==> config.mk <==
export PLATFORM = sky130hd
export DESIGN_NAME = rmq_queue
export DESIGN_NICKNAME = d
export VERILOG_FILES = /design/src/hdl/rmq_pkg.sv /design/src/hdl/rmq_queue.sv
export SDC_FILE = /design/constraint.sdc
export NUM_CORES = 1
export LEC_CHECK = 0
export BUFFER_PORTS_ARGS = -buffer_cell sky130_fd_sc_hd__buf_4
export CORE_MARGIN = 3
export CORE_UTILIZATION = 44
export DETAILED_ROUTE_END_ITERATION = 12
export PLACE_DENSITY = 0.73
export SYNTH_ARGS = -nofsm -noshare
export SYNTH_HDL_FRONTEND = slang
export SYNTH_SLANG_ARGS = --single-unit
==> constraint.sdc <==
create_clock -name clock -period 1.3 [get_ports clock]
set_input_delay 0.39 -clock clock [delete_from_list [all_inputs] [get_ports clock]]
set_output_delay 0.39 -clock clock [all_outputs]
set_load 0.005 [all_outputs]
==> src/hdl/rmq_pkg.sv <==
// ----------------------------------------------------------------------------
// Rotation matrix to quaternion package
// Shared types and constants for the pose to quaternion converter.
// ----------------------------------------------------------------------------
`default_nettype none

package rmq_pkg;

   localparam int ROT_W             = 16;
   localparam int TRANS_W           = 24;
   localparam int NUM_W             = 17;
   localparam int ROT_FRAC_BITS_DEF = 14;
   localparam int QUEUE_DEPTH       = 2;

   typedef enum logic [1:0] {
      BR_TRACE,
      BR_X,
      BR_Y,
      BR_Z
   } branch_type;

   typedef struct packed {
      logic signed [ROT_W-1:0]   rot_00;
      logic signed [ROT_W-1:0]   rot_01;
      logic signed [ROT_W-1:0]   rot_02;
      logic signed [ROT_W-1:0]   rot_10;
      logic signed [ROT_W-1:0]   rot_11;
      logic signed [ROT_W-1:0]   rot_12;
      logic signed [ROT_W-1:0]   rot_20;
      logic signed [ROT_W-1:0]   rot_21;
      logic signed [ROT_W-1:0]   rot_22;
      logic signed [TRANS_W-1:0] trans_x;
      logic signed [TRANS_W-1:0] trans_y;
      logic signed [TRANS_W-1:0] trans_z;
   } req_type;

   typedef struct packed {
      logic signed [TRANS_W-1:0] pos_x;
      logic signed [TRANS_W-1:0] pos_y;
      logic signed [TRANS_W-1:0] pos_z;
      logic signed [ROT_W-1:0]   quat_x;
      logic signed [ROT_W-1:0]   quat_y;
      logic signed [ROT_W-1:0]   quat_z;
      logic signed [ROT_W-1:0]   quat_w;
   } rsp_type;

   // The three small components in branch order: trace (x, y, z),
   // x largest (w, y, z), y largest (w, x, z), z largest (w, x, y).
   typedef struct packed {
      logic signed [TRANS_W-1:0] pos_x;
      logic signed [TRANS_W-1:0] pos_y;
      logic signed [TRANS_W-1:0] pos_z;
      logic signed [NUM_W-1:0]   num_a;
      logic signed [NUM_W-1:0]   num_b;
      logic signed [NUM_W-1:0]   num_c;
      branch_type                branch;
   } job_type;

endpackage

`default_nettype wire

==> src/hdl/rmq_queue.sv <==
// ----------------------------------------------------------------------------
// Rotation matrix to quaternion job queue
// Short first-in first-out buffer between the front end and the arithmetic.
// ----------------------------------------------------------------------------
`default_nettype none

module rmq_queue #(
   parameter int DATA_W = 8
) (
   input  wire logic              clock,
   input  wire logic              reset,
   input  wire logic              push,
   input  wire logic [DATA_W-1:0] push_data,
   input  wire logic              pop,
   output logic [DATA_W-1:0]      pop_data,
   output logic                   empty,
   output logic                   full
);

   localparam int DEPTH = rmq_pkg::QUEUE_DEPTH;
   localparam int PW    = $clog2(DEPTH);
   localparam int CW    = $clog2(DEPTH + 1);

   logic [DATA_W-1:0] entry_ff [DEPTH];
   logic [PW-1:0]     wr_ptr_ff, wr_ptr_in, rd_ptr_ff, rd_ptr_in;
   logic [CW-1:0]     count_ff, count_in;

   assign empty    = (count_ff == '0);
   assign full     = (count_ff == CW'(DEPTH));
   assign pop_data = entry_ff[rd_ptr_ff];

   always_comb begin
      wr_ptr_in = wr_ptr_ff;
      rd_ptr_in = rd_ptr_ff;
      count_in  = count_ff;
      if (push) begin
         wr_ptr_in = (wr_ptr_ff == PW'(DEPTH - 1)) ? '0 : wr_ptr_ff + 1'b1;
      end
      if (pop) begin
         rd_ptr_in = (rd_ptr_ff == PW'(DEPTH - 1)) ? '0 : rd_ptr_ff + 1'b1;
      end
      if (push && !pop) begin
         count_in = count_ff + 1'b1;
      end else if (pop && !push) begin
         count_in = count_ff - 1'b1;
      end
   end

   always_ff @(posedge clock) begin
      if (reset) begin
         wr_ptr_ff <= '0;
         rd_ptr_ff <= '0;
         count_ff  <= '0;
      end else begin
         wr_ptr_ff <= wr_ptr_in;
         rd_ptr_ff <= rd_ptr_in;
         count_ff  <= count_in;
      end
      if (push) begin
         entry_ff[wr_ptr_ff] <= push_data;
      end
   end

   a_no_overflow : assert property (@(posedge clock) disable iff (reset)
      push |-> (!full || pop)) else $error("Push into a full queue.");
   a_no_underflow : assert property (@(posedge clock) disable iff (reset)
      pop |-> !empty) else $error("Pop from an empty queue.");
   a_count_bound : assert property (@(posedge clock) disable iff (reset)
      count_ff <= CW'(DEPTH)) else $error("Queue count out of range.");

endmodule

`default_nettype wire

==> flow_summary.yaml, run 1 <==
global_route:
  antenna_found_initial: 0
  grt_usage_pct: 13.91
  grt_first_pass_wirelength_um: 2125
  grt_pass1_vias: 494
  grt_max_degree: 13
  gr-total-overflow: 0
clock_network:
  cts_buffer_depth: 2
  cts_buffers: 3
  clockRootBuffer: "clkbuf_4"
  cts_sinks: 21
  clkSlewWorstSetupHoldPaths_ns: 0.11
  cts_max_level: 1
  cts_tree: "built"
  insertion_delay_ns: 0.30
die:
  die_h_um: 48.19
  rows: 14
  fp.dieW_um: 48.19
  core_area_um2: 1594
  io_pins: 22
  die_area_um2: 2322
  start_util_pct: 49.14
layout:
  nets: 93
  seqCellArea_um2: 586.8
  multiInputGateArea_um2: 231.5
  final_area_um2: 1146
  fillerInstances: 115
  drive_gt1_share_pct: 58.23
  stdcell_count: 103
  antenna_cells: 0
  syn2layout_area_growth_pct: 46.33
sta:
  post-route-period-util_pct: 123.0
  timing.setup.tns_ns: -2.421
  rsz0062_at_grt: "true"
  slew_viol_final: 0
  final.min_clock_period_ns: 1.600
  hold_viol: 0
  skew_ns: 0.002147
  relSlewSlack_pct: 74.43
  fmax_ghz: 0.6252
  setup_slack_ns: -0.2995
  worst_pin_slew_ns: 0.3835
  setup_viol: 10
synthesis:
  syn_area_um2: 783.3
  synthFlopType: "edfxtp_1"
  syn_nets: 60
  synth_edf_count: 16
  synthTopCellsByCount: "edfxtp_1 (16), mux2_2 (8), dfxtp_1 (5), nor2_1 (5)"
  synth_top_area_share_pct: 61.34
  syn_area_per_cell_um2: 16.66
  synthMostInstantiatedCell: "edfxtp_1"
  yosys.cell_types.count: 15
  ys_async_sr_fraction_pct: 0
  ys_ff_latch: 21
  ys_warn_count: 0
  synth_area_leaders: "edfxtp_1 (61%), dfxtp_1 (13%), mux2_2 (12%), nor2_1 (2.4%), xnor2_1 (2.2%)"
  synth_top_area_cell: "edfxtp_1"
  yosysSeqAreaShare_pct: 74.12
  syn_inst: 47
route:
  post_drt_wl_per_cell_um: 13.07
  viasPerCell: 4.583
  drc: 0
  wl_um: 1346
  route.antenna.remaining_nets: 0
  dr.pass1.iters: 2
  drtIter0Drc: 1
  vias: 472
run_status:
  violations: "negative setup slack"
  status: "finished with violations"
worst_setup_path:
  cp_data_required_time_ns: 0.91
  crit_top_cell: "buf_6"
  cp-end-kind: "primary output"
  crit_family: "flip-flops"
  cp-start-kind: "register"
  critPathKind: "reg2out"
  critical_path.max_fanout: 4
  worst-path-buf-inv: 2
  slowest_stage: "dfxtp_2"
  worstPathArrival_ns: 1.21
  crit_chain: "buf_6 > mux2_4 > buf_6"
  critical_path.max_stage_delay_ns: 0.36
placement:
  dpl-instance-area_um2: 1011
  portBuffers: 21
  pre_cts_ws_ns: -0.06620
  place.gp.congestion: 0.6118
  place_inst: 97
  dp_hpwl_um: 904.3
worst_hold_path:
  hp-class: "in2reg"
power_and_ir_drop:
  powerDensity_nw_per_um2: 1236
  ir_drop_v: 0.0007636
  p_leak_nw: 0.4813
  finalPower_w: 0.001417
job:
  max_cap_violations: 0
-- layer usage --
| metal | GRT usage, % | share of wire [%] | up-vias |
|---|---|---|---|
| met1 | 15.22 | 39 | 224 |
| met2 | 24.48 | 54 | 15 |
| met5 | 0 | 0 | - |
| met3 | 2.952 | 5.1 | 2 |
| li1 | - | - | 231 |
| met4 | 8.065 | 1.1 | 0 |
-- layout make-up --
cell class / instances / area share [%]
Sequential cell: 21 / 51.20
Clock buffer: 3 / 1.965
Multi-Input combinational cell: 24 / 20.20
Clock inverter: 1 / 0.4367
Inverter: 1 / 0.3275
Tap cell: 24 / 2.620
Timing Repair Buffer: 29 / 23.25
-- registers in the layout, indices dropped and copies added (netlist names), named ones only --
register,flops
entry_ff,16
count_ff,2
rd_ptr_ff,1
wr_ptr_ff,1
-- cells by family after synthesis --
group	share of synthesized area (%)
flip-flops	74.12
AO/OA/AOI/OAI	1.277
buffers and inverters	1.117
XOR/XNOR	4.474
adder cells (fa/ha/maj)	1.597
AND/OR/NAND/NOR	5.913
multiplexers	11.50
-- per-stage QoR --
step           hold WS, ns  utilization, %
6_report            0.2613           71.90
5_1_grt             0.2413           71.90
4_1_cts             0.2572           71.04
3_5_place_dp        0.4984           63.42
3_3_place_gp        0.4830           63.42
2_1_floorplan       0.4591               -
-- layout by cell type (no fill, tap or decap) --
cell      count
a21oi_1       1
and2_1        1
and2b_2       1
buf_4        16
buf_6        13
clkbuf_4      3
clkinv_2      1
dfxtp_1       2
dfxtp_2       2
dfxtp_4       1
edfxtp_1     16
ha_1          1
inv_1         1
mux2_4        8
nor2_1        4
nor2_4        1
nor2b_1       1
o21ai_0       1
or3_1         1
xnor2_1       2
xor2_1        2
-- timing repair --
action                     CTS  global route
resized for setup           23             4
setup endpoints to repair   10            10
gates cloned                 0             0
setup buffers                2             0
pin swaps                    1             1
hold buffers                 0             0
-- worst paths after layout --
kind	startpoint	endpoint	slack (ns)	cells past startpoint
setup / recovery	register	pop_data[2]	-0.30	3
hold / removal	reset	count_ff[1]	0.26	2
setup reg to reg	count_ff[0]	count_ff[1]	0.07	5
hold reg to reg	rd_ptr_ff	register	0.53	2
-- power breakdown --
group	switching (W)	internal, W	total, W
sequential	0.0000236	0.000778	0.000801
combinational	0.000106	0.000200	0.000307
clock	0.000194	0.000115	0.000309
total	0.000324	0.00109	0.00142
No activity file was read; power rests on OpenSTA's default activity.
==> run 2: changes to the inputs <==
--- a/config.mk
+++ b/config.mk
@@ -7,9 +7,10 @@
 export LEC_CHECK = 0
 export BUFFER_PORTS_ARGS = -buffer_cell sky130_fd_sc_hd__buf_4
 export CORE_MARGIN = 3
-export CORE_UTILIZATION = 44
+export CORE_UTILIZATION = 47
+export CTS_BUF_LIST = sky130_fd_sc_hd__clkbuf_4
 export DETAILED_ROUTE_END_ITERATION = 12
-export PLACE_DENSITY = 0.73
+export PLACE_DENSITY = 0.77
 export SYNTH_ARGS = -nofsm -noshare
 export SYNTH_HDL_FRONTEND = slang
 export SYNTH_SLANG_ARGS = --single-unit
==> run 2 against run 1 <==
Against the previous run:
- the run still ends with negative setup slack left
- total power decreased by 2.1%
- wire length decreased by 10%
- sequential cell count did not move
- cell area is 2.0% lower
==> flow_summary.yaml, run 2 (synthesis results as in run 1) <==
worst_setup_path:
  worst-path-buf-inv: 2
  crit_chain: "buf_6 > mux2_4 > buf_6"
  reg2regPathDepth: 5
  cp-end-kind: "primary output"
  critical_path.max_fanout: 4
  reg2reg_slack_ns: 0.07
  crit_top_cell: "buf_6"
  critical_path.max_stage_delay_ns: 0.36
  path_depth: 3
  cp-start-kind: "register"
  crit_family: "flip-flops"
  slowest_stage: "dfxtp_2"
  worstPathArrival_ns: 1.19
  cp_data_required_time_ns: 0.91
  critPathKind: "reg2out"
global_route:
  grt_pass1_vias: 450
  grt_first_pass_wirelength_um: 1828
  grt_max_degree: 13
  gr-total-overflow: 0
  antenna_found_initial: 0
  grt_usage_pct: 11.77
sta:
  final.min_clock_period_ns: 1.581
  worst_pin_slew_ns: 0.3648
  post-route-period-util_pct: 121.6
  timing.setup.tns_ns: -2.301
  rsz0062_at_grt: "true"
  setup_slack_ns: -0.2812
  hold_viol: 0
  setup_viol: 10
  fmax_ghz: 0.6324
  skew_ns: 0.004940
  slew_viol_final: 0
  relSlewSlack_pct: 75.68
run_status:
  violations: "negative setup slack"
  status: "finished with violations"
clock_network:
  cts_max_level: 1
  cts_buffer_depth: 2
  insertion_delay_ns: 0.29
  clockRootBuffer: "clkbuf_4"
  cts_sinks: 21
  cts_tree: "built"
  clkSlewWorstSetupHoldPaths_ns: 0.11
  hold_buffers: 0
  cts_buffers: 3
layout:
  drive_gt1_share_pct: 56.96
  layout_commonest_cell: "buf_4"
  final_area_um2: 1124
  nets: 93
  mostFrequentLayoutCells: "buf_4 (17), edfxtp_1 (16), buf_6 (12)"
  syn2layout_area_growth_pct: 43.45
  largest_register_ffs: 16
  largestRegisters: "entry_ff: 16 flops, count_ff: 2 flops"
  antenna_cells: 0
  top_register: "entry_ff"
route:
  drc: 0
  dr.pass1.iters: 5
  wl_um: 1211
  route.met2.wl_um: 618
  viasPerCell: 4.895
  wl_met1_um: 527
  route.antenna.remaining_nets: 0
  drtIter0Drc: 6
  wl_met3_um: 56
  highest_layer: "met4"
  vias: 465
  post_drt_wl_per_cell_um: 12.75
die:
  fp.dieW_um: 46.82
  io_pins: 22
  start_util_pct: 50.81
  core_area_um2: 1541
  rows: 14
  die_h_um: 46.82
  die_area_um2: 2192
worst_hold_path:
  hold_path_depth: 2
  hp-class: "in2reg"
placement:
  place.gp.congestion: 0.6378
  dpl-instance-area_um2: 1001
  pre_cts_ws_ns: -0.08289
  portBuffers: 21
  dp_hpwl_um: 842.5
power_and_ir_drop:
  ir_drop_v: 0.0007311
  powerDensity_nw_per_um2: 1235
  p_leak_nw: 0.4776
job:
  max_cap_violations: 0
-- run 2: cell types whose count changed in the layout (fill, tap and decap cells not counted) --
cell / delta
buf_6: -1
nor2_4: -1
nor2_2: +1
dfxtp_4: -1
dfxtp_1: +1
buf_4: +1
-- run 2: stage by stage --
step / util, % / total power (W) / instances / hold WS (ns)
after global routing: 72.89 / 0.001460 / 95 / 0.2431
final: 72.89 / 0.001388 / 95 / 0.2687
after detailed placement: 64.94 / 0.001035 / 89 / 0.5114
after CTS: 72.00 / 0.001387 / 94 / 0.2604
after floorplan: - / 0.0009074 / 47 / 0.4591
after global placement: 64.94 / 0.001027 / 89 / 0.4806
-- run 2: timing repair --
action / 4_1_cts / 5_1_grt
resized for setup: 21 / 2
setup endpoints to repair: 9 / 10
pin swaps: 0 / 2
setup buffers: 1 / 1
-- run 2: layout make-up --
class / count / area, µm²
Clock inverter: 1 / 5.005
Tap cell: 16 / 20.02
Sequential cell: 21 / 583.1
Multi-Input combinational cell: 24 / 226.5
Timing Repair Buffer: 29 / 262.8
Fill cell: 106 / 417.9
Clock buffer: 3 / 22.52
Inverter: 1 / 3.754
-- run 2: path summary, 6_finish.rpt --
kind	startpoint	endpoint
setup / recovery	register	pop_data[6]
hold / removal	reset	register
setup reg to reg	count_ff[0]	count_ff[1]
hold reg to reg	rd_ptr_ff	register
-- run 2: per-layer routing --
metal,up-vias,global-route usage (%)
met5,-,0
met4,0,4.972
met3,2,3.448
met2,12,17.62
met1,218,16.01
li1,233,-
-- run 2: report_power, final --
part | internal [W] | leakage, nW | switching (W)
Clock | 0.000114 | 0.0177 | 0.000182
Sequential | 0.000776 | 0.192 | 0.0000212
Combinational | 0.000193 | 0.268 | 0.000101
Total | 0.00108 | 0.478 | 0.000305
