`config.mk`:
```
export PLATFORM = sky130hd
export DESIGN_NAME = rmq_front
export DESIGN_NICKNAME = d
export VERILOG_FILES = /design/src/hdl/rmq_pkg.sv /design/src/hdl/rmq_front.sv
export SDC_FILE = /design/constraint.sdc
export NUM_CORES = 1
export LEC_CHECK = 0
export BUFFER_PORTS_ARGS = -buffer_cell sky130_fd_sc_hd__buf_2
export CAP_MARGIN = 25
export CORE_MARGIN = 2
export CORE_UTILIZATION = 55
export CTS_BUF_LIST = sky130_fd_sc_hd__clkbuf_16
export DETAILED_ROUTE_END_ITERATION = 8
export GPL_ROUTABILITY_DRIVEN = 1
export PLACE_DENSITY = 0.81
export SETUP_SLACK_MARGIN = 0.1
export SLEW_MARGIN = 20
export SYNTH_ARGS = -nofsm -noshare
export SYNTH_HDL_FRONTEND = slang
export SYNTH_SLANG_ARGS = --single-unit
```
`constraint.sdc`:
```
create_clock -name clock -period 10.3 [get_ports clock]
set_input_delay 2.06 -clock clock [delete_from_list [all_inputs] [get_ports clock]]
set_output_delay 2.06 -clock clock [all_outputs]
set_load 0.1 [all_outputs]
```
`src/hdl/rmq_pkg.sv`:
```
// ----------------------------------------------------------------------------
// Rotation matrix to quaternion package
// Shared types and constants for the pose to quaternion converter.
// ----------------------------------------------------------------------------
`default_nettype none

package rmq_pkg;

   localparam int ROT_W             = 16;
   localparam int TRANS_W           = 24;
   localparam int NUM_W             = 17;
   localparam int ROT_FRAC_BITS_DEF = 14;
   localparam int QUEUE_DEPTH       = 2;

   typedef enum logic [1:0] {
      BR_TRACE,
      BR_X,
      BR_Y,
      BR_Z
   } branch_type;

   typedef struct packed {
      logic signed [ROT_W-1:0]   rot_00;
      logic signed [ROT_W-1:0]   rot_01;
      logic signed [ROT_W-1:0]   rot_02;
      logic signed [ROT_W-1:0]   rot_10;
      logic signed [ROT_W-1:0]   rot_11;
      logic signed [ROT_W-1:0]   rot_12;
      logic signed [ROT_W-1:0]   rot_20;
      logic signed [ROT_W-1:0]   rot_21;
      logic signed [ROT_W-1:0]   rot_22;
      logic signed [TRANS_W-1:0] trans_x;
      logic signed [TRANS_W-1:0] trans_y;
      logic signed [TRANS_W-1:0] trans_z;
   } req_type;

   typedef struct packed {
      logic signed [TRANS_W-1:0] pos_x;
      logic signed [TRANS_W-1:0] pos_y;
      logic signed [TRANS_W-1:0] pos_z;
      logic signed [ROT_W-1:0]   quat_x;
      logic signed [ROT_W-1:0]   quat_y;
      logic signed [ROT_W-1:0]   quat_z;
      logic signed [ROT_W-1:0]   quat_w;
   } rsp_type;

   // The three small components in branch order: trace (x, y, z),
   // x largest (w, y, z), y largest (w, x, z), z largest (w, x, y).
   typedef struct packed {
      logic signed [TRANS_W-1:0] pos_x;
      logic signed [TRANS_W-1:0] pos_y;
      logic signed [TRANS_W-1:0] pos_z;
      logic signed [NUM_W-1:0]   num_a;
      logic signed [NUM_W-1:0]   num_b;
      logic signed [NUM_W-1:0]   num_c;
      branch_type                branch;
   } job_type;

endpackage

`default_nettype wire

```
`src/hdl/rmq_front.sv`:
```
// ----------------------------------------------------------------------------
// Rotation matrix to quaternion front end
// Accepts a pose, picks the branch and forms the root argument and numerators.
// ----------------------------------------------------------------------------
`default_nettype none

module rmq_front #(
   parameter int ROT_FRAC_BITS = rmq_pkg::ROT_FRAC_BITS_DEF,
   parameter int DW            = 18
) (
   input  wire logic             clock,
   input  wire logic             reset,
   input  wire logic             start,
   output logic                  busy,
   input  wire rmq_pkg::req_type req_item,
   input  wire logic             q_full,
   output logic                  q_push,
   output rmq_pkg::job_type      job,
   output logic [DW-1:0]         d_val
);

   localparam int TW = DW + 1;
   localparam int NW = rmq_pkg::NUM_W;
   localparam logic signed [TW-1:0] ONE = TW'(64'sd1 <<< ROT_FRAC_BITS);

   logic                     valid_ff, valid_in;
   rmq_pkg::job_type         job_ff, job_in;
   logic [DW-1:0]            d_ff, d_in;
   logic                     accept;
   logic signed [TW-1:0]     m00, m11, m22, trace, d_s;

   assign busy   = valid_ff && q_full;
   assign accept = start && !busy;
   assign q_push = valid_ff && !q_full;
   assign job    = job_ff;
   assign d_val  = d_ff;

   always_comb begin
      m00    = TW'(req_item.rot_00);
      m11    = TW'(req_item.rot_11);
      m22    = TW'(req_item.rot_22);
      trace  = m00 + m11 + m22;
      job_in = job_ff;
      d_in   = d_ff;
      d_s    = ONE;
      if (accept) begin
         job_in.pos_x = req_item.trans_x;
         job_in.pos_y = req_item.trans_y;
         job_in.pos_z = req_item.trans_z;
         if (trace > 0) begin
            d_s           = trace + ONE;
            job_in.branch = rmq_pkg::BR_TRACE;
            job_in.num_a  = NW'(req_item.rot_21) - NW'(req_item.rot_12);
            job_in.num_b  = NW'(req_item.rot_02) - NW'(req_item.rot_20);
            job_in.num_c  = NW'(req_item.rot_10) - NW'(req_item.rot_01);
         end else if (req_item.rot_00 > req_item.rot_11 &&
                      req_item.rot_00 > req_item.rot_22) begin
            d_s           = ONE + m00 - m11 - m22;
            job_in.branch = rmq_pkg::BR_X;
            job_in.num_a  = NW'(req_item.rot_21) - NW'(req_item.rot_12);
            job_in.num_b  = NW'(req_item.rot_01) + NW'(req_item.rot_10);
            job_in.num_c  = NW'(req_item.rot_02) + NW'(req_item.rot_20);
         end else if (req_item.rot_11 > req_item.rot_22) begin
            d_s           = ONE + m11 - m00 - m22;
            job_in.branch = rmq_pkg::BR_Y;
            job_in.num_a  = NW'(req_item.rot_02) - NW'(req_item.rot_20);
            job_in.num_b  = NW'(req_item.rot_01) + NW'(req_item.rot_10);
            job_in.num_c  = NW'(req_item.rot_12) + NW'(req_item.rot_21);
         end else begin
            d_s           = ONE + m22 - m00 - m11;
            job_in.branch = rmq_pkg::BR_Z;
            job_in.num_a  = NW'(req_item.rot_10) - NW'(req_item.rot_01);
            job_in.num_b  = NW'(req_item.rot_02) + NW'(req_item.rot_20);
            job_in.num_c  = NW'(req_item.rot_12) + NW'(req_item.rot_21);
         end
         if (d_s < 1) begin
            d_s = TW'(1);
         end
         d_in = d_s[DW-1:0];
      end
      valid_in = accept || (valid_ff && q_full);
   end

   always_ff @(posedge clock) begin
      if (reset) begin
         valid_ff <= 1'b0;
      end else begin
         valid_ff <= valid_in;
      end
      job_ff <= job_in;
      d_ff   <= d_in;
   end

endmodule

`default_nettype wire

```
==> reports/summary.txt, run 1 <==
Ys async rst share -> 0
Area delta synth->final -> 16.18%
RSZ-0062 raised after global routing -> no
TritonCTS clock tree -> yes
CTS Buf Count -> 17
P_sw -> 0.001920 W
Setup violators final -> 0
Worst Skew -> 0.007789 ns
Min Tclk post-route -> 7.226 ns
Row count -> 65
Total congestion overflow -> 0
Reg2Reg Depth -> 3
FF-to-FF Start -> valid_ff
Finished Core Util -> 0.6469
Routed wl met2 -> 24720 microns
Leakage -> 9.598 nW
WP data required -> 10.56 ns
Synth Instances -> 1855
Gp weighted congestion -> 0.9958
Top FF cell, synth -> edfxtp_1
Logic pwr share -> 0.610
Max-slew headroom -> 0.2711
Share of layout cells above drive strength 1 -> 0.2129
FF-to-FF End -> job[42]
Total Routing Usage GR -> 0.3206
TNS Setup -> 0 ns
Vias -> 15.60k
Global-route wire length before repair -> 83110 microns
Detailed Place HPWL -> 44440 microns
Post-synth EDFFs -> 143
Yosys warns -> 0
Pin count of the biggest net entering global routing -> 73
Port Buf Inserts -> 364
Register area share after synthesis -> 0.2468
Drc violations -> 0
CP Capture Type -> flop
DR WL/cell -> 20.78 microns
Max VDD drop -> 0.1560 mV
DR WL met3 -> 4611 microns
CTS resizes -> 0
Clock Pin Slew Worst Setup and Hold Paths -> 0.08 ns
F_max -> 0.1384 GHz
Post-Syn Area -> 0.01748 sq mm
Die Wd -> 182.3 microns
Met1 WL -> 22860 microns
Fin crit share -> 0.7015
Drt pass-1 iters -> 8
CTS hold repair buffers -> 0
Worst Max-Slew Pin Slew -> 1.080 ns
Initial Utilization -> 0.5568
Flops & latches, synth -> 144
Top Metal Used -> met5
Status -> complete, no violations
CTS Sinks -> 144
Max Cap Viol -> 0
H-Tree Depth -> 4
Die Height -> 182.3 microns
Final hold viol count -> 0
Routed vias/inst -> 5.965
Worst Path Arrival -> 7.48 ns
Power Internal -> 0.001773 W
Synth cell types -> 86
Worst Hold Path EP -> valid_ff
Clk root buf -> clkbuf_16
Fin Hold WS -> 0.6837 ns
Critical Path Start Type -> input port
DR iter-0 viols -> 1625
Area of the die -> 0.03322 sq mm
Vias in the first global route -> 15.43k
WL final -> 54370 microns
Core Area -> 0.03139 sq mm
Slew Limit Fails -> 0
Power Dens Cells -> 181.8 mW/mm^2
Sw Share -> 0.5199
Final #Nets -> 2789
Post-Syn Nets -> 2449
Post-CTS setup buffers -> 0
Initial antenna violation count -> 6
Clock Power Share -> 0.171
CP Max Fanout -> 43
Flop2flop setup slack -> 8.49 ns
Hold depth -> 3
Clock buffer depth -> 2
Post-synthesis area per instance -> 9.423 sq um
IO Pins -> 365
Antenna Violating Nets Remaining -> 0
Crit Path Class -> input port to flop
Design Power -> 0.003692 W
Clock Latency Late Sink -> 0.43 ns
Power share of the sequential group -> 0.219
Worst hold-check path type -> flop to flop
Min-delay src -> valid_ff
[layout make-up]
class | instances | area, sq um
Timing Repair Buffer | 376 | 1912
Clock buffer | 17 | 425.4
Multi-Input combinational cell | 1452 | 12180
Antenna cell | 6 | 15.01
Inverter | 204 | 765.7
Sequential cell | 144 | 4314
Fill cell | 2565 | 11080
Clock inverter | 15 | 188.9
Tap cell | 402 | 503.0
[layout by cell type (no fill, tap or decap), types with 9 or more instances in the layout]
master and n:
clkbuf_16 17, nand2b_1 18, edfxtp_1 143, or3_1 24, ha_1 300, o22ai_1 9
o21a_1 24, a221oi_1 9, a31oi_1 22, nor3_1 58, nand2_1 113, o21ai_0 63
o211ai_1 13, nand3_1 37, nor2_1 113, and3_1 17, o31ai_1 12, a211oi_1 23
a21oi_1 113, inv_1 203, buf_4 12, mux2i_1 19, a31o_2 11, buf_2 364
nor2b_1 37, o21bai_1 16, xnor2_1 81, nor4_1 9, and2_1 12, a311oi_1 9
a21o_1 21, fa_1 74, xor2_1 36, mux2_2 17
[sequential cells by signal, indices dropped and copies added, names as in the netlist]
| signal | cells |
|---|---|
| job | 125 |
| d_val | 18 |
| valid_ff | 1 |
[cell families (layout without fill, tap and decap cells)]
logic type,after synthesis,count (layout),synth area share
AOI/OAI and AO/OA,446,446,0.1805
xor gates and xnor gates,117,117,0.05863
adders and majority gates,374,374,0.2995
buffers and inverters,259,612,0.05698
DFF,144,144,0.2468
muxes,36,36,0.02183
other,0,6,0
and+or+nand+nor,479,479,0.1358
[power by group through the flow]
stage               Clock, W  Combinational [W]  Sequential (W)
global route        0.000660            0.00240        0.000814
global placement           0            0.00217        0.000820
finish              0.000631            0.00225        0.000809
CTS                 0.000637            0.00222        0.000807
detailed placement         0            0.00220        0.000817
floorplan                  0            0.00110         0.00140
[per-stage QoR]
| stage | cells | cell area, sq um | worst slack (ns) |
|---|---|---|---|
| after floorplan | 1855 | 17480 | 0.6603 |
| after global placement | 2578 | 19680 | 2.828 |
| after detailed placement | 2578 | 19680 | 2.699 |
| after CTS | 2610 | 20290 | 3.125 |
| after global routing | 2613 | 20300 | 2.872 |
| final | 2616 | 20310 | 3.074 |
[synth_stat cells (all sizes together), types with 18 or more instances]
library cell	count	share of area
nor2	113	0.024
nor2b	38	0.014
ha	300	0.21
nand2b	18	0.0064
xnor2	81	0.041
mux2i	19	0.011
a21oi	113	0.032
fa	74	0.085
nor3	60	0.018
o21a	24	0.010
a211oi	24	0.011
nand3	37	0.011
xor2	36	0.018
o21ai	70	0.020
a21o	21	0.0090
a31oi	22	0.0079
inv	204	0.044
or3	24	0.0086
nand2	113	0.024
clkbuf	38	0.0082
edfxtp	143	0.25
[routing by layer]
metal  up-vias  GRT usage
met5         -          0
met4         2     0.1274
met3       128    0.06306
met2       731     0.5169
met1      7454     0.4257
li1       7289          -
[worst max path at each step]
stage | startpoint | to | cells after the start
2_1_floorplan | q_full | d_val[0] | 2
3_3_place_gp | req_item[77] | d_val[0] | 19
3_5_place_dp | req_item[77] | d_val[0] | 19
4_1_cts | req_item[77] | d_val[0] | 19
5_1_grt | req_item[78] | d_val[1] | 17
6_report | req_item[77] | d_val[1] | 17
[critical path: stages]
cell	delay [ns]
buf_2	0.13
inv_1	0.15
fa_1	0.58
inv_1	0.09
ha_1	0.33
and2_1	0.23
nor2b_1	0.15
a211oi_1	0.60
a21oi_1	0.26
a2111o_1	0.46
o311ai_0	0.20
ha_1	0.26
and3_1	0.16
o2111ai_2	0.16
o31a_2	0.62
or3_1	0.69
o32ai_2	0.34
Power figures use the tool's default switching activity.
==> run 2: changes to the inputs <==
==> constraint.sdc (replaced) <==
create_clock -name clock -period 6.7 [get_ports clock]
set_input_delay 1.34 -clock clock [delete_from_list [all_inputs] [get_ports clock]]
set_output_delay 1.34 -clock clock [all_outputs]
set_load 0.1 [all_outputs]
==> reports/summary.txt, run 2 (synthesis results as in run 1) <==
Gp weighted congestion -> 0.9762
Critical Path Start Type -> input port
Die Wd -> 182.3 microns
Most frequent cells in the layout -> buf_2, ha_1, inv_1, edfxtp_1
Area delta synth->final -> 16.90%
Routed vias/inst -> 5.909
CTS resizes -> 0
Pre-CTS setup slack -> 0.3736 ns
CP Capture Type -> flop
Port Buf Inserts -> 364
Filler cells -> 2613
CTS hold repair buffers -> 0
Area of the die -> 0.03322 sq mm
Total Routing Usage GR -> 0.3243
Vias in the first global route -> 15.26k
TNS Setup -> 0 ns
Setup violators final -> 0
WP data required -> 6.87 ns
DR WL/cell -> 20.70 microns
M2 GR Usage -> 0.5275
CTS Buf Count -> 17
FF-to-FF End -> d_val[5]
Post-CTS setup buffers -> 0
Drt pass-1 iters -> 5
WL final -> 54500 microns
Commonest non-fill, non-tap cell in the layout -> buf_2
Pin count of the biggest net entering global routing -> 128
Global-route wire length before repair -> 83760 microns
Max-slew headroom -> 0.3579
IO Pins -> 365
Detailed Place HPWL -> 45330 microns
Die Height -> 182.3 microns
H-Tree Depth -> 4
Worst Skew -> 0.01564 ns
Total congestion overflow -> 0
Initial Utilization -> 0.5568
DR iter-0 viols -> 1478
F_max -> 0.1691 GHz
Leakage -> 9.668 nW
Status -> complete, no violations
Crit Path Class -> input port to flop
Core Area -> 0.03139 sq mm
Worst hold-check path type -> flop to flop
Drc violations -> 0
Reg2Reg Depth -> 3
Design Power -> 0.005701 W
Clk root buf -> clkbuf_16
Clock buffer depth -> 2
Row count -> 65
Met1 Track Usage GR -> 0.4360
Clock Pin Slew Worst Setup and Hold Paths -> 0.07 ns
Worst Max-Slew Pin Slew -> 0.9389 ns
Flop2flop setup slack -> 4.62 ns
Multi-input logic area -> 0.01218 sq mm
Worst Setup Slack, final -> 0.7854 ns
Gr busiest metal -> met2
Critical path launch point -> req_item[77]
Min Tclk post-route -> 5.915 ns
Share of layout cells above drive strength 1 -> 0.2178
Max reg flops -> 125
Max Cap Viol -> 0
Fin Hold WS -> 0.6972 ns
Vias -> 15.56k
Final hold viol count -> 0
RSZ-0062 raised after global routing -> no
GR Util met3 -> 0.04949
Max VDD drop -> 0.2341 mV
CTS Sinks -> 144
Initial antenna violation count -> 10
Clock Latency Late Sink -> 0.43 ns
Power Dens Cells -> 279.0 mW/mm^2
CP Max Fanout -> 6
Seq. cell area -> 0.004314 sq mm
Final #Nets -> 2803
CP endpoint -> d_val[0]
FF-to-FF Start -> valid_ff
Slew Limit Fails -> 0
Worst Path Arrival -> 6.09 ns
Fin crit share -> 0.8828
Antenna Violating Nets Remaining -> 0
TritonCTS clock tree -> yes
Finished Core Util -> 0.6509
## run 2: critical path, cell delays in order
cell       delay [ns]
buf_2            0.13
inv_1            0.14
fa_1             0.58
inv_1            0.10
ha_1             0.33
and2_1           0.22
nor2b_1          0.14
a211oi_1         0.34
buf_4            0.20
a21oi_1          0.12
a2111o_1         0.43
o311ai_0         0.20
ha_1             0.26
and3_1           0.17
o2111ai_2        0.16
o31ai_4          0.33
mux2_2           0.41
o2111a_1         0.12
a311o_1          0.35
## run 2: worst min-delay path by stage
stage | from | to | slack, ns | cells after the start
global placement | valid_ff | valid_ff | 0.66 | 3
detailed placement | valid_ff | valid_ff | 0.69 | 3
floorplan | valid_ff | valid_ff | 1.05 | 3
CTS | valid_ff | valid_ff | 0.70 | 3
finish | valid_ff | valid_ff | 0.70 | 3
global route | valid_ff | valid_ff | 0.73 | 3
## run 2: area by class of cell
cell class                 instances  area share
inverter                         204     0.03747
timing repair buffer             390     0.09932
clock buffer                      17     0.02082
antenna                            9    0.001102
clock inverter                    15    0.009246
sequential                       144      0.2111
multi-input combinational       1452      0.5963
tap                              402     0.02462
## run 2: stage by stage
| step | cell area (sq um) | instances |
|---|---|---|
| floorplan | 17480 | 1855 |
| global placement | 19800 | 2592 |
| detailed placement | 19800 | 2592 |
| CTS | 20410 | 2624 |
| global route | 20430 | 2633 |
| finish | 20430 | 2633 |
## run 2: per-layer routing
metal  vias up  share of wire  wire length (microns)
met5         -              0                      0
met4         0          0.041                   2222
met3       119          0.082                   4483
met2       721           0.46                  25060
met1      7396           0.42                  22730
li1       7322              -                      -
## run 2: where the power goes
part / switching (W) / internal (W) / leakage (nW)
Sequential: 0.0000641 / 0.00119 / 1.40
Clock: 0.000452 / 0.000507 / 0.298
Combinational: 0.00243 / 0.00106 / 7.97
Total: 0.00295 / 0.00276 / 9.67
